**src/hdl/cpts_fifo.sv**
```systemverilog
// ----------------------------------------------------------------------------
// cpts_fifo
// Small register queue with full/empty flags, used on both sides of the unit.
// ----------------------------------------------------------------------------
module cpts_fifo #(
  parameter int WIDTH = 8,
  parameter int DEPTH = 4
) (
  input  logic             clk_i,
  input  logic             rst_ni,
  input  logic             push_i,
  input  logic [WIDTH-1:0] wdata_i,
  output logic             full_o,
  input  logic             pop_i,
  output logic [WIDTH-1:0] rdata_o,
  output logic             empty_o
);
  localparam int AW = (DEPTH > 1) ? $clog2(DEPTH) : 1;

  logic [WIDTH-1:0] mem_q [DEPTH];
  logic [AW-1:0]    wptr_q, rptr_q;
  logic [AW:0]      cnt_q;
  logic             do_push, do_pop;

  assign full_o  = (cnt_q == (AW+1)'(DEPTH));
  assign empty_o = (cnt_q == '0);
  assign do_push = push_i && !full_o;
  assign do_pop  = pop_i && !empty_o;
  assign rdata_o = mem_q[rptr_q];

  always_ff @(posedge clk_i or negedge rst_ni) begin
    if (!rst_ni) begin
      wptr_q <= '0;
      rptr_q <= '0;
      cnt_q  <= '0;
    end else begin
      if (do_push) begin
        wptr_q <= (wptr_q == AW'(DEPTH - 1)) ? '0 : wptr_q + 1'b1;
      end
      if (do_pop) begin
        rptr_q <= (rptr_q == AW'(DEPTH - 1)) ? '0 : rptr_q + 1'b1;
      end
      if (do_push && !do_pop) begin
        cnt_q <= cnt_q + 1'b1;
      end else if (do_pop && !do_push) begin
        cnt_q <= cnt_q - 1'b1;
      end
    end
  end

  always_ff @(posedge clk_i) begin
    if (do_push) begin
      mem_q[wptr_q] <= wdata_i;
    end
  end

endmodule

```
**config.mk**
```make
export PLATFORM = sky130hd
export DESIGN_NAME = cpts_fifo
export DESIGN_NICKNAME = d
export VERILOG_FILES = /design/src/hdl/cpts_fifo.sv
export SDC_FILE = /design/constraint.sdc
export NUM_CORES = 1
export LEC_CHECK = 0
export ABC_AREA = 1
export BUFFER_PORTS_ARGS = -buffer_cell sky130_fd_sc_hd__buf_2
export CAP_MARGIN = 20
export CORE_MARGIN = 2
export CORE_UTILIZATION = 64
export CTS_BUF_LIST = sky130_fd_sc_hd__clkbuf_4 sky130_fd_sc_hd__clkbuf_8
export DETAILED_ROUTE_END_ITERATION = 10
export PLACE_DENSITY = 0.87
export SLEW_MARGIN = 20
export SYNTH_ARGS = -nofsm -noshare
export SYNTH_HDL_FRONTEND = slang
export SYNTH_SLANG_ARGS = --single-unit
```
**constraint.sdc**
```tcl
create_clock -name clk_i -period 4.8 [get_ports clk_i]
set_input_delay 0.72 -clock clk_i [delete_from_list [all_inputs] [get_ports clk_i]]
set_output_delay 0.72 -clock clk_i [all_outputs]
set_load 0.1 [all_outputs]
```
==> flow_summary.yaml <==
finish:
  drive_gt1_frac: 0.180
  nets: 196
  final-seq-area_um2: 1140
  area_growth_pct: 8.25
  finish.instance_area_um2: 1900
  num_antenna_cells: 0
  fill_cells: 186
  multi_input_area_um2: 447
cts:
  cts_root_buf: "clkbuf_4"
  cts_tree: "built"
  cts_hold_buffers: 0
  numCtsBuffers: 5
  cts_resized: 0
  htree_levels: 2
  clock_path_buffers: 2
  clock-sinks: 39
  cts.clk_slew.worst_paths_ps: 100
  cts_setup_buffers: 0
  insertion_delay_ps: 350
worst_setup_path:
  path_cells: "o211ai_1 > nand2_1 > buf_2"
  critical_path.max_stage_delay_ps: 1030
  crit_path_end_kind: "output pin"
  crit_slowest_cell: "dfrtp_1"
  cp.arrival_ps: 2130
  cp.required_ps: 4080
  cp_max_fo: 35
  criticalPathCategory: "flip-flop to output pin"
  cp-start-kind: "flip-flop"
synth:
  synth_top_area_cell: "edfxtp_1"
  yosysWarningCount: 0
  ys_seq_elements: 39
  netlist_area_um2: 1760
  ys_seq_area_frac: 0.646
  synth_top_cell_area_share: 0.546
  ys_top_cells_by_area: "edfxtp_1 (55%), dfrtp_1 (10%), nand2_1 (8.1%)"
  syn_avg_cell_area_um2: 11.4
  syn-num-nets: 173
  ys_types: 16
  synth_cells: 154
detailed_routing:
  detail-route-antenna-nets: 0
  via_per_inst: 5.33
  wl_per_cell_um: 13.2
  drt_iter0_markers: 44
  drt-total-wl_um: 2750
  firstDrtPassIters: 4
  drc_errors: 0
  via_count: 1115
grt:
  grt_antenna_before_repair: 0
  grt_util_all_layers: 0.201
  grt_max_degree: 36
  grt_overflow: 0
  grt_pass1_wl_um: 4570
  first_global_vias: 1018
timing:
  period_share: 0.594
  tns_ps: 0
  setup_viol: 0
  rsz0062_at_grt: "false"
  max_freq_mhz: 351
  period_minus_slack_ps: 2850
  relSlewSlack: 0.315
  setup_slack_ps: 1950
  finalMaxSlewViolations: 0
  worst_hold_slack_ps: 198
  hold_violations: 0
  finClkSkew_ps: 18.7
  worst_pin_slew_ps: 1030
placement:
  post-place-ws_ps: 2340
  postPlaceCellArea_um2: 1850
  gp_congestion: 0.720
  port_buffers: 21
  dp_hpwl_um: 1910
floorplan:
  core-area_um2: 2690
  start_util: 0.655
  dieArea_um2: 3180
  rows: 19
  die_y_um: 56.4
  io_pins: 22
  dieWidth_um: 56.4
status:
  outcome: "finished clean"
run:
  drv_cap: 0
worst_hold_path:
  hp-class: "input pin to asynchronous set/reset pin"
-- routing by layer --
metal | routed length, µm | vias to the layer above | part of all wire | track usage
met4 | 68 | 0 | 0.025 | 0.112
met1 | 1130 | 526 | 0.41 | 0.251
met3 | 114 | 6 | 0.041 | 0.0438
li1 | - | 556 | - | -
met2 | 1440 | 27 | 0.52 | 0.326
met5 | 0 | - | 0 | 0
-- worst max-delay path, delay by kind of cell (launching register included) --
kind	cells	cell delay, ps
AO/OA/AOI/OAI	1	200
buffers and inverters	1	430
flip-flops	1	1030
AND/OR/NAND/NOR	1	120
-- final timing paths --
| path | endpoint | depth (start not counted) | startpoint | slack, ps |
|---|---|---|---|---|
| worst min register to register | cnt_q[2] | 2 | cnt_q[2] | 530 |
| worst min-delay path | wptr_q[0] | 1 | rst_ni | 200 |
| max in group asynchronous | cnt_q[1] | 1 | rst_ni | 4440 |
| worst max-delay path | rdata_o[5] | 3 | rptr_q[0] | 1950 |
| min in group clk_i | cnt_q[2] | 2 | cnt_q[2] | 530 |
| worst max register to register | cnt_q[1] | 9 | cnt_q[0] | 2940 |
-- cells in the mapped netlist --
| master | count |
|---|---|
| ha_1 | 6 |
| fa_1 | 1 |
| nand4_1 | 1 |
| nand3_1 | 7 |
| o211ai_2 | 1 |
| xnor2_1 | 1 |
| o211ai_1 | 15 |
| nand2_1 | 38 |
| inv_1 | 31 |
| dfrtp_1 | 7 |
| nand2_2 | 1 |
| buf_6 | 5 |
| o21ai_0 | 1 |
| inv_2 | 1 |
| nor2_1 | 6 |
| edfxtp_1 | 32 |
-- area by class of cell --
class | count | share of cell area
multi-input cells | 78 | 0.235
well taps | 31 | 0.0204
flip-flops and latches | 39 | 0.597
inverters | 32 | 0.0631
clock buffers | 6 | 0.0237
repair buffers | 21 | 0.0552
clock inverters | 2 | 0.00657
-- cells by family (layout without fill, tap and decap cells) --
family | Yosys count | count (layout) | synth area share
buffers and inverters | 37 | 61 | 0.100
AOI/OAI and AO/OA | 17 | 17 | 0.0740
DFF | 39 | 39 | 0.646
xor gates and xnor gates | 1 | 1 | 0.00498
adders and majority gates | 7 | 7 | 0.0541
and+or+nand+nor | 53 | 53 | 0.121
-- state kept, by name (all words and copies together), names as in the netlist --
register,flops
mem_q,32
cnt_q,3
rptr_q,2
wptr_q,2
-- placed cells by master, fill, tap and decap left out, drive strengths merged --
cell	instances
buf	21
clkbuf	6
clkinv	1
clkinvlp	1
dfrtp	7
edfxtp	32
fa	1
ha	6
inv	32
nand2	39
nand3	7
nand4	1
nor2	6
o211ai	16
o21ai	1
xnor2	1
-- metrics by stage --
stage / util / instances
2_1_floorplan: - / 154
6_report: 0.709 / 209
3_3_place_gp: 0.687 / 201
4_1_cts: 0.709 / 209
3_5_place_dp: 0.687 / 201
5_1_grt: 0.709 / 209
Power is left out: the tool's default activity adds up to more than one toggle a clock period on the data nets, which glitch-free logic cannot reach.
