**config.mk**
```make
export PLATFORM = sky130hd
export DESIGN_NAME = cpts_front
export DESIGN_NICKNAME = d
export VERILOG_FILES = /design/src/hdl/cpts_pkg.sv /design/src/hdl/cpts_fifo.sv /design/src/hdl/cpts_front.sv
export SDC_FILE = /design/constraint.sdc
export NUM_CORES = 1
export LEC_CHECK = 0
export ABC_CLOCK_PERIOD_IN_PS = 33400
export BUFFER_PORTS_ARGS = -buffer_cell sky130_fd_sc_hd__buf_2
export CAP_MARGIN = 5
export CORE_ASPECT_RATIO = 1.1
export CORE_UTILIZATION = 30
export CTS_CLUSTER_DIAMETER = 100
export DETAILED_ROUTE_END_ITERATION = 10
export GPL_TIMING_DRIVEN = 1
export PLACE_DENSITY = 0.59
export SYNTH_ARGS = -nofsm -noshare
export SYNTH_HDL_FRONTEND = slang
export SYNTH_HIERARCHICAL = 1
export SYNTH_SLANG_ARGS = --single-unit
export TNS_END_PERCENT = 50
```
**constraint.sdc**
```tcl
create_clock -name clk_i -period 33.4 [get_ports clk_i]
set_clock_uncertainty 0.1 [all_clocks]
set_input_delay 1.67 -clock clk_i [delete_from_list [all_inputs] [get_ports clk_i]]
set_output_delay 1.67 -clock clk_i [all_outputs]
set_load 0.02 [all_outputs]
```
**src/hdl/cpts_pkg.sv**
```systemverilog
// ----------------------------------------------------------------------------
// cpts_pkg
// Types and constants shared by the closest-points unit and its parts.
// ----------------------------------------------------------------------------
package cpts_pkg;

  // One accepted request: both lines plus the start-point difference.
  typedef struct packed {
    logic [2:0][31:0] p0;
    logic [2:0][31:0] v0;
    logic [2:0][31:0] p1;
    logic [2:0][31:0] v1;
    logic [2:0][32:0] d;
  } item_t;

  // One finished result.
  typedef struct packed {
    logic [2:0][31:0] cp0;
    logic [2:0][31:0] cp1;
    logic [3:0]       flags;
  } res_t;

  // Clamp flag bits, same layout as clamp_mode.
  localparam logic [3:0] FLAG_LO_B = 4'h1;
  localparam logic [3:0] FLAG_LO_A = 4'h2;
  localparam logic [3:0] FLAG_HI_B = 4'h4;
  localparam logic [3:0] FLAG_HI_A = 4'h8;
  localparam logic [3:0] FLAGS_A   = 4'hA;
  localparam logic [3:0] FLAGS_ALL = 4'hF;

  // Register indexes (paddr[2]).
  localparam logic REG_CLAMP_MODE = 1'b0;
  localparam logic REG_EPSILON_SQ = 1'b1;

  localparam logic [3:0]  CLAMP_MODE_RST = 4'hF;
  localparam logic [15:0] EPSILON_SQ_RST = 16'h0001;

  // Back-end sequencer states.
  typedef enum logic [5:0] {
    ST_IDLE,
    ST_A_CHK,
    ST_GOT_B,
    ST_GOT_C,
    ST_GOT_E,
    ST_GOT_F,
    ST_AC,
    ST_BB,
    ST_EA,
    ST_AF,
    ST_BE,
    ST_T1,
    ST_BT,
    ST_T0,
    ST_CP0,
    ST_G,
    ST_RC,
    ST_CP1,
    ST_PAR1,
    ST_PAR2,
    ST_DEG_END,
    ST_DONE,
    ST_DOT,
    ST_DOT_W,
    ST_PT,
    ST_PT_W,
    ST_MUL,
    ST_MUL_W,
    ST_DIV,
    ST_DIV_W,
    ST_PJ_START,
    ST_PJ_C,
    ST_PJ_DD,
    ST_PJ_T
  } state_e;

endpackage

```
**src/hdl/cpts_fifo.sv**
```systemverilog
// ----------------------------------------------------------------------------
// cpts_fifo
// Small register queue with full/empty flags, used on both sides of the unit.
// ----------------------------------------------------------------------------
module cpts_fifo #(
  parameter int WIDTH = 8,
  parameter int DEPTH = 4
) (
  input  logic             clk_i,
  input  logic             rst_ni,
  input  logic             push_i,
  input  logic [WIDTH-1:0] wdata_i,
  output logic             full_o,
  input  logic             pop_i,
  output logic [WIDTH-1:0] rdata_o,
  output logic             empty_o
);
  localparam int AW = (DEPTH > 1) ? $clog2(DEPTH) : 1;

  logic [WIDTH-1:0] mem_q [DEPTH];
  logic [AW-1:0]    wptr_q, rptr_q;
  logic [AW:0]      cnt_q;
  logic             do_push, do_pop;

  assign full_o  = (cnt_q == (AW+1)'(DEPTH));
  assign empty_o = (cnt_q == '0);
  assign do_push = push_i && !full_o;
  assign do_pop  = pop_i && !empty_o;
  assign rdata_o = mem_q[rptr_q];

  always_ff @(posedge clk_i or negedge rst_ni) begin
    if (!rst_ni) begin
      wptr_q <= '0;
      rptr_q <= '0;
      cnt_q  <= '0;
    end else begin
      if (do_push) begin
        wptr_q <= (wptr_q == AW'(DEPTH - 1)) ? '0 : wptr_q + 1'b1;
      end
      if (do_pop) begin
        rptr_q <= (rptr_q == AW'(DEPTH - 1)) ? '0 : rptr_q + 1'b1;
      end
      if (do_push && !do_pop) begin
        cnt_q <= cnt_q + 1'b1;
      end else if (do_pop && !do_push) begin
        cnt_q <= cnt_q - 1'b1;
      end
    end
  end

  always_ff @(posedge clk_i) begin
    if (do_push) begin
      mem_q[wptr_q] <= wdata_i;
    end
  end

endmodule

```
**src/hdl/cpts_front.sv**
```systemverilog
// ----------------------------------------------------------------------------
// cpts_front
// Request intake: form the start-point difference and queue the request.
// ----------------------------------------------------------------------------
module cpts_front #(
  parameter int DEPTH = 4
) (
  input  logic                  clk_i,
  input  logic                  rst_ni,
  input  logic                  push_i,
  output logic                  full_o,
  input  logic [2:0][31:0]      p0_i,
  input  logic [2:0][31:0]      v0_i,
  input  logic [2:0][31:0]      p1_i,
  input  logic [2:0][31:0]      v1_i,
  input  logic                  pop_i,
  output logic                  valid_o,
  output cpts_pkg::item_t       item_o
);
  import cpts_pkg::*;

  item_t                 wr_item;
  logic [$bits(item_t)-1:0] rd_bits;
  logic                  empty;

  always_comb begin
    wr_item.p0 = p0_i;
    wr_item.v0 = v0_i;
    wr_item.p1 = p1_i;
    wr_item.v1 = v1_i;
    for (int i = 0; i < 3; i++) begin
      wr_item.d[i] = 33'($signed({p0_i[i][31], p0_i[i]}) - $signed({p1_i[i][31], p1_i[i]}));
    end
  end

  cpts_fifo #(
    .WIDTH($bits(item_t)),
    .DEPTH(DEPTH)
  ) u_queue (
    .clk_i  (clk_i),
    .rst_ni (rst_ni),
    .push_i (push_i),
    .wdata_i(wr_item),
    .full_o (full_o),
    .pop_i  (pop_i),
    .rdata_o(rd_bits),
    .empty_o(empty)
  );

  assign valid_o = !empty;
  assign item_o  = item_t'(rd_bits);

endmodule

```
==> out/metrics.csv <==
metric,value,unit
hold path depth,1,
CTS max path bufs,4,
critical path class,flop to output pin,
Reg2Reg Setup Slack,27.73,ns
worst-path fanout max,39,
Vias per Instance,4.76,
die span in y,528,microns
Clock Root Buffer,clkbuf_16,
Netlist cell types,77,
Syn Std Cell Area,75600,sq um
clock buffer count from CTS,208,
"Arr. time, crit path",6.38,ns
Yosys top cell area share,76.8,%
Synth area leaders,"edfxtp_1 (77%), mux4_2 (14%), ha_1 (1.7%)",
endpoint class of the critical path,output pin,
R2R cell count,7,
Yosys reg bits,1939,
max-cap viol count,0,
final net count,4861,
clock share of power,27.0,%
r2r endpoint,u_queue/mem_q[1][123],
starting density of the core,30.3,%
fin area,90200,sq um
Int Pwr,0.00551,W
layout cells sized above 1,37.9,%
relative slew slack,24.4,%
Tot GR Track Use,14.4,%
Logic pwr share,32.5,%
min Tclk post-route,8.15,ns
WHS Endpoint,u_queue/cnt_q[2],
Sw Pwr,0.00278,W
crit share post-route,24.4,%
HP Start,u_queue/cnt_q[2],
GP Congestion,0.769,
first-pass GRT wire length,270,mm
Syn Inst Count,3366,
Starting DRT DRC Count,2885,
Critical Path RT,31.63,ns
Final TNS setup,0,ns
die width,481,microns
Avg WL per Cell,24.0,microns
H-tree levels,4,
Seq pwr share,40.5,%
CORE AREA,250000,sq um
CTS tree,yes,
total global routing overflow,0,
outcome,"finished, final reports clean",
CTS Sinks,1939,
initial antenna violation count,71,
DP Wirelength,125,mm
CTS Hold Bufs,0,
worst r2r src,u_queue/cnt_q[2],
Synth Flop Type,edfxtp_1,
number of global-route vias before repair,38200,
Final Setup Violations,0,
Post-synth EDFFs,1932,
drt total wl,188,mm
syn_area_per_cell,22.5,sq um
endpoints failing hold,0,
crit start category,flop,
dpl cell area,83600,sq um
die area,254000,sq um
"Seq/Total Area, Yosys",77.0,%
largest area contributor in the netlist,edfxtp_1,
unrepaired setup endpoints after global routing,false,
I/O pin cnt,873,
YS warnings,6,
worst-margin pin slew,1.13,ns
ys async rst share,0.361,%
Post-CTS Setup Bufs,0,
leakage,30.6,nW
Hold Path Class,flop to flop,
# DRC,0,
antenna-violating nets left,0,
PwrDens,91.9,nW/um^2
post-cts sizing count,0,
total number of vias,37400,
worst vdd ir,0.0000590,V
switching share of power,33.6,%
DRT Pass-1 Iters,5,
syn nets,3860,
largest net degree at the start of global routing,132,
register clock-pin slew on the reported worst setup and hold paths,0.06,ns
Final Slew Violations,0,
Core Rows,192,
layout overhead on the synthesized area,19.4,%
PortBufs,872,
clock latency on the worst-skew pair,0.83,ns
Peak Freq,123,MHz
## worst max-delay path by stage
| stage | slack [ns] | startpoint | to | depth (start not counted) |
|---|---|---|---|---|
| after floorplan | 10.04 | push_i | u_queue/mem_q[3][0] | 2 |
| after global placement | 25.68 | u_queue/rptr_q[0] | item_o[224] | 7 |
| after detailed placement | 25.68 | u_queue/rptr_q[0] | item_o[224] | 7 |
| after CTS | 24.74 | u_queue/rptr_q[0] | item_o[224] | 7 |
| after global routing | 24.51 | u_queue/rptr_q[0] | item_o[224] | 7 |
| final | 25.25 | u_queue/rptr_q[0] | item_o[224] | 7 |
## stage by stage
stage               worst slack [ns]  instances  power [W]  hold slack [ns]  utilization (%)
CTS                            24.74       7822    0.00842            0.423             36.1
floorplan                      10.04       3366    0.00547            0.378                -
global placement               25.68       7455    0.00614            0.406             33.5
global route                   24.51       7841    0.00864            0.458             36.1
detailed placement             25.68       7455    0.00617            0.411             33.5
finish                         25.25       7858    0.00829            0.424             36.2
## synthesized netlist by cell type, types with 5 or more instances
master       n
nor3_1       9
nand2_1     63
a21o_1      45
edfxtp_1  1932
a21oi_1     84
o21a_1      18
xor2_1      34
and3_1       9
a31oi_1      7
clkbuf_1    24
dfrtp_1      7
o21ai_0     44
nand3_1     18
buf_6       51
nor2_1      52
and2_1       5
mux4_2     483
o21bai_1     9
buf_2       47
inv_1      127
a211oi_1     5
o21ai_1      5
a21boi_0     5
o211ai_1     9
ha_1       102
nand2b_1     7
xnor2_1     51
nand4_1     16
nor2b_1     16
o31ai_1      7
## cell usage in the layout (no fill, tap or decap), types with 16 or more instances in the layout
cell type / count
a21o_1: 45
a21oi_1: 84
buf_2: 872
buf_4: 37
bufinv_16: 19
clkbuf_1: 39
clkbuf_16: 209
clkinv_1: 42
clkinv_2: 31
diode_2: 36
edfxtp_1: 1932
ha_1: 102
inv_1: 127
mux4_2: 483
nand2_1: 63
nand3_1: 18
nand4_1: 16
nor2_1: 51
nor2b_1: 16
o21a_1: 18
o21ai_0: 44
xnor2_1: 51
xor2_1: 34
## registers in the layout, indices dropped and copies added, names as in the netlist
name and cells:
u_queue/cnt_q 3, u_queue/mem_q 1932, u_queue/rptr_q 2, u_queue/wptr_q 2
## critical path, cell delays in order (launching register included)
cell	delay, ns
dfrtp_4	0.85
buf_4	0.73
buf_4	0.71
buf_4	0.65
buf_4	0.69
buf_4	0.75
mux4_2	0.73
buf_2	0.21
## power groups by stage
stage,logic (W),clock network (W),registers (W)
after floorplan,0.00181,0,0.00366
after global placement,0.00275,0,0.00339
after detailed placement,0.00275,0,0.00341
after CTS,0.00276,0.00230,0.00336
after global routing,0.00286,0.00238,0.00340
final,0.00270,0.00223,0.00336
## cell type report
| type | instances | area [sq um] |
|---|---|---|
| diodes | 36 | 90.1 |
| clock buffers | 248 | 5380 |
| clock inverters | 119 | 1190 |
| fillers | 22900 | 159000 |
| inverters | 127 | 477 |
| multi-input cells | 1173 | 16000 |
| flip-flops and latches | 1939 | 58200 |
| well taps | 3298 | 4130 |
| repair buffers | 918 | 4820 |
## cells by family after synthesis
kind of cell	after synthesis	synth area share, %
DFF	1939	77.0
AOI/OAI and AO/OA	281	2.48
muxes	489	14.5
and+or+nand+nor	212	1.36
adders and majority gates	106	1.79
xor gates and xnor gates	85	0.985
buffers and inverters	254	1.90
## per-layer routing
metal / global-route usage, % / up-vias / routed length, microns
met5: 0 / - / 233
met4: 4.32 / 38 / 5610
met3: 5.28 / 340 / 18000
met2: 23.0 / 1396 / 89100
met1: 18.1 / 19500 / 75400
li1: - / 16100 / -
No activity file was read; power rests on OpenSTA's default activity.
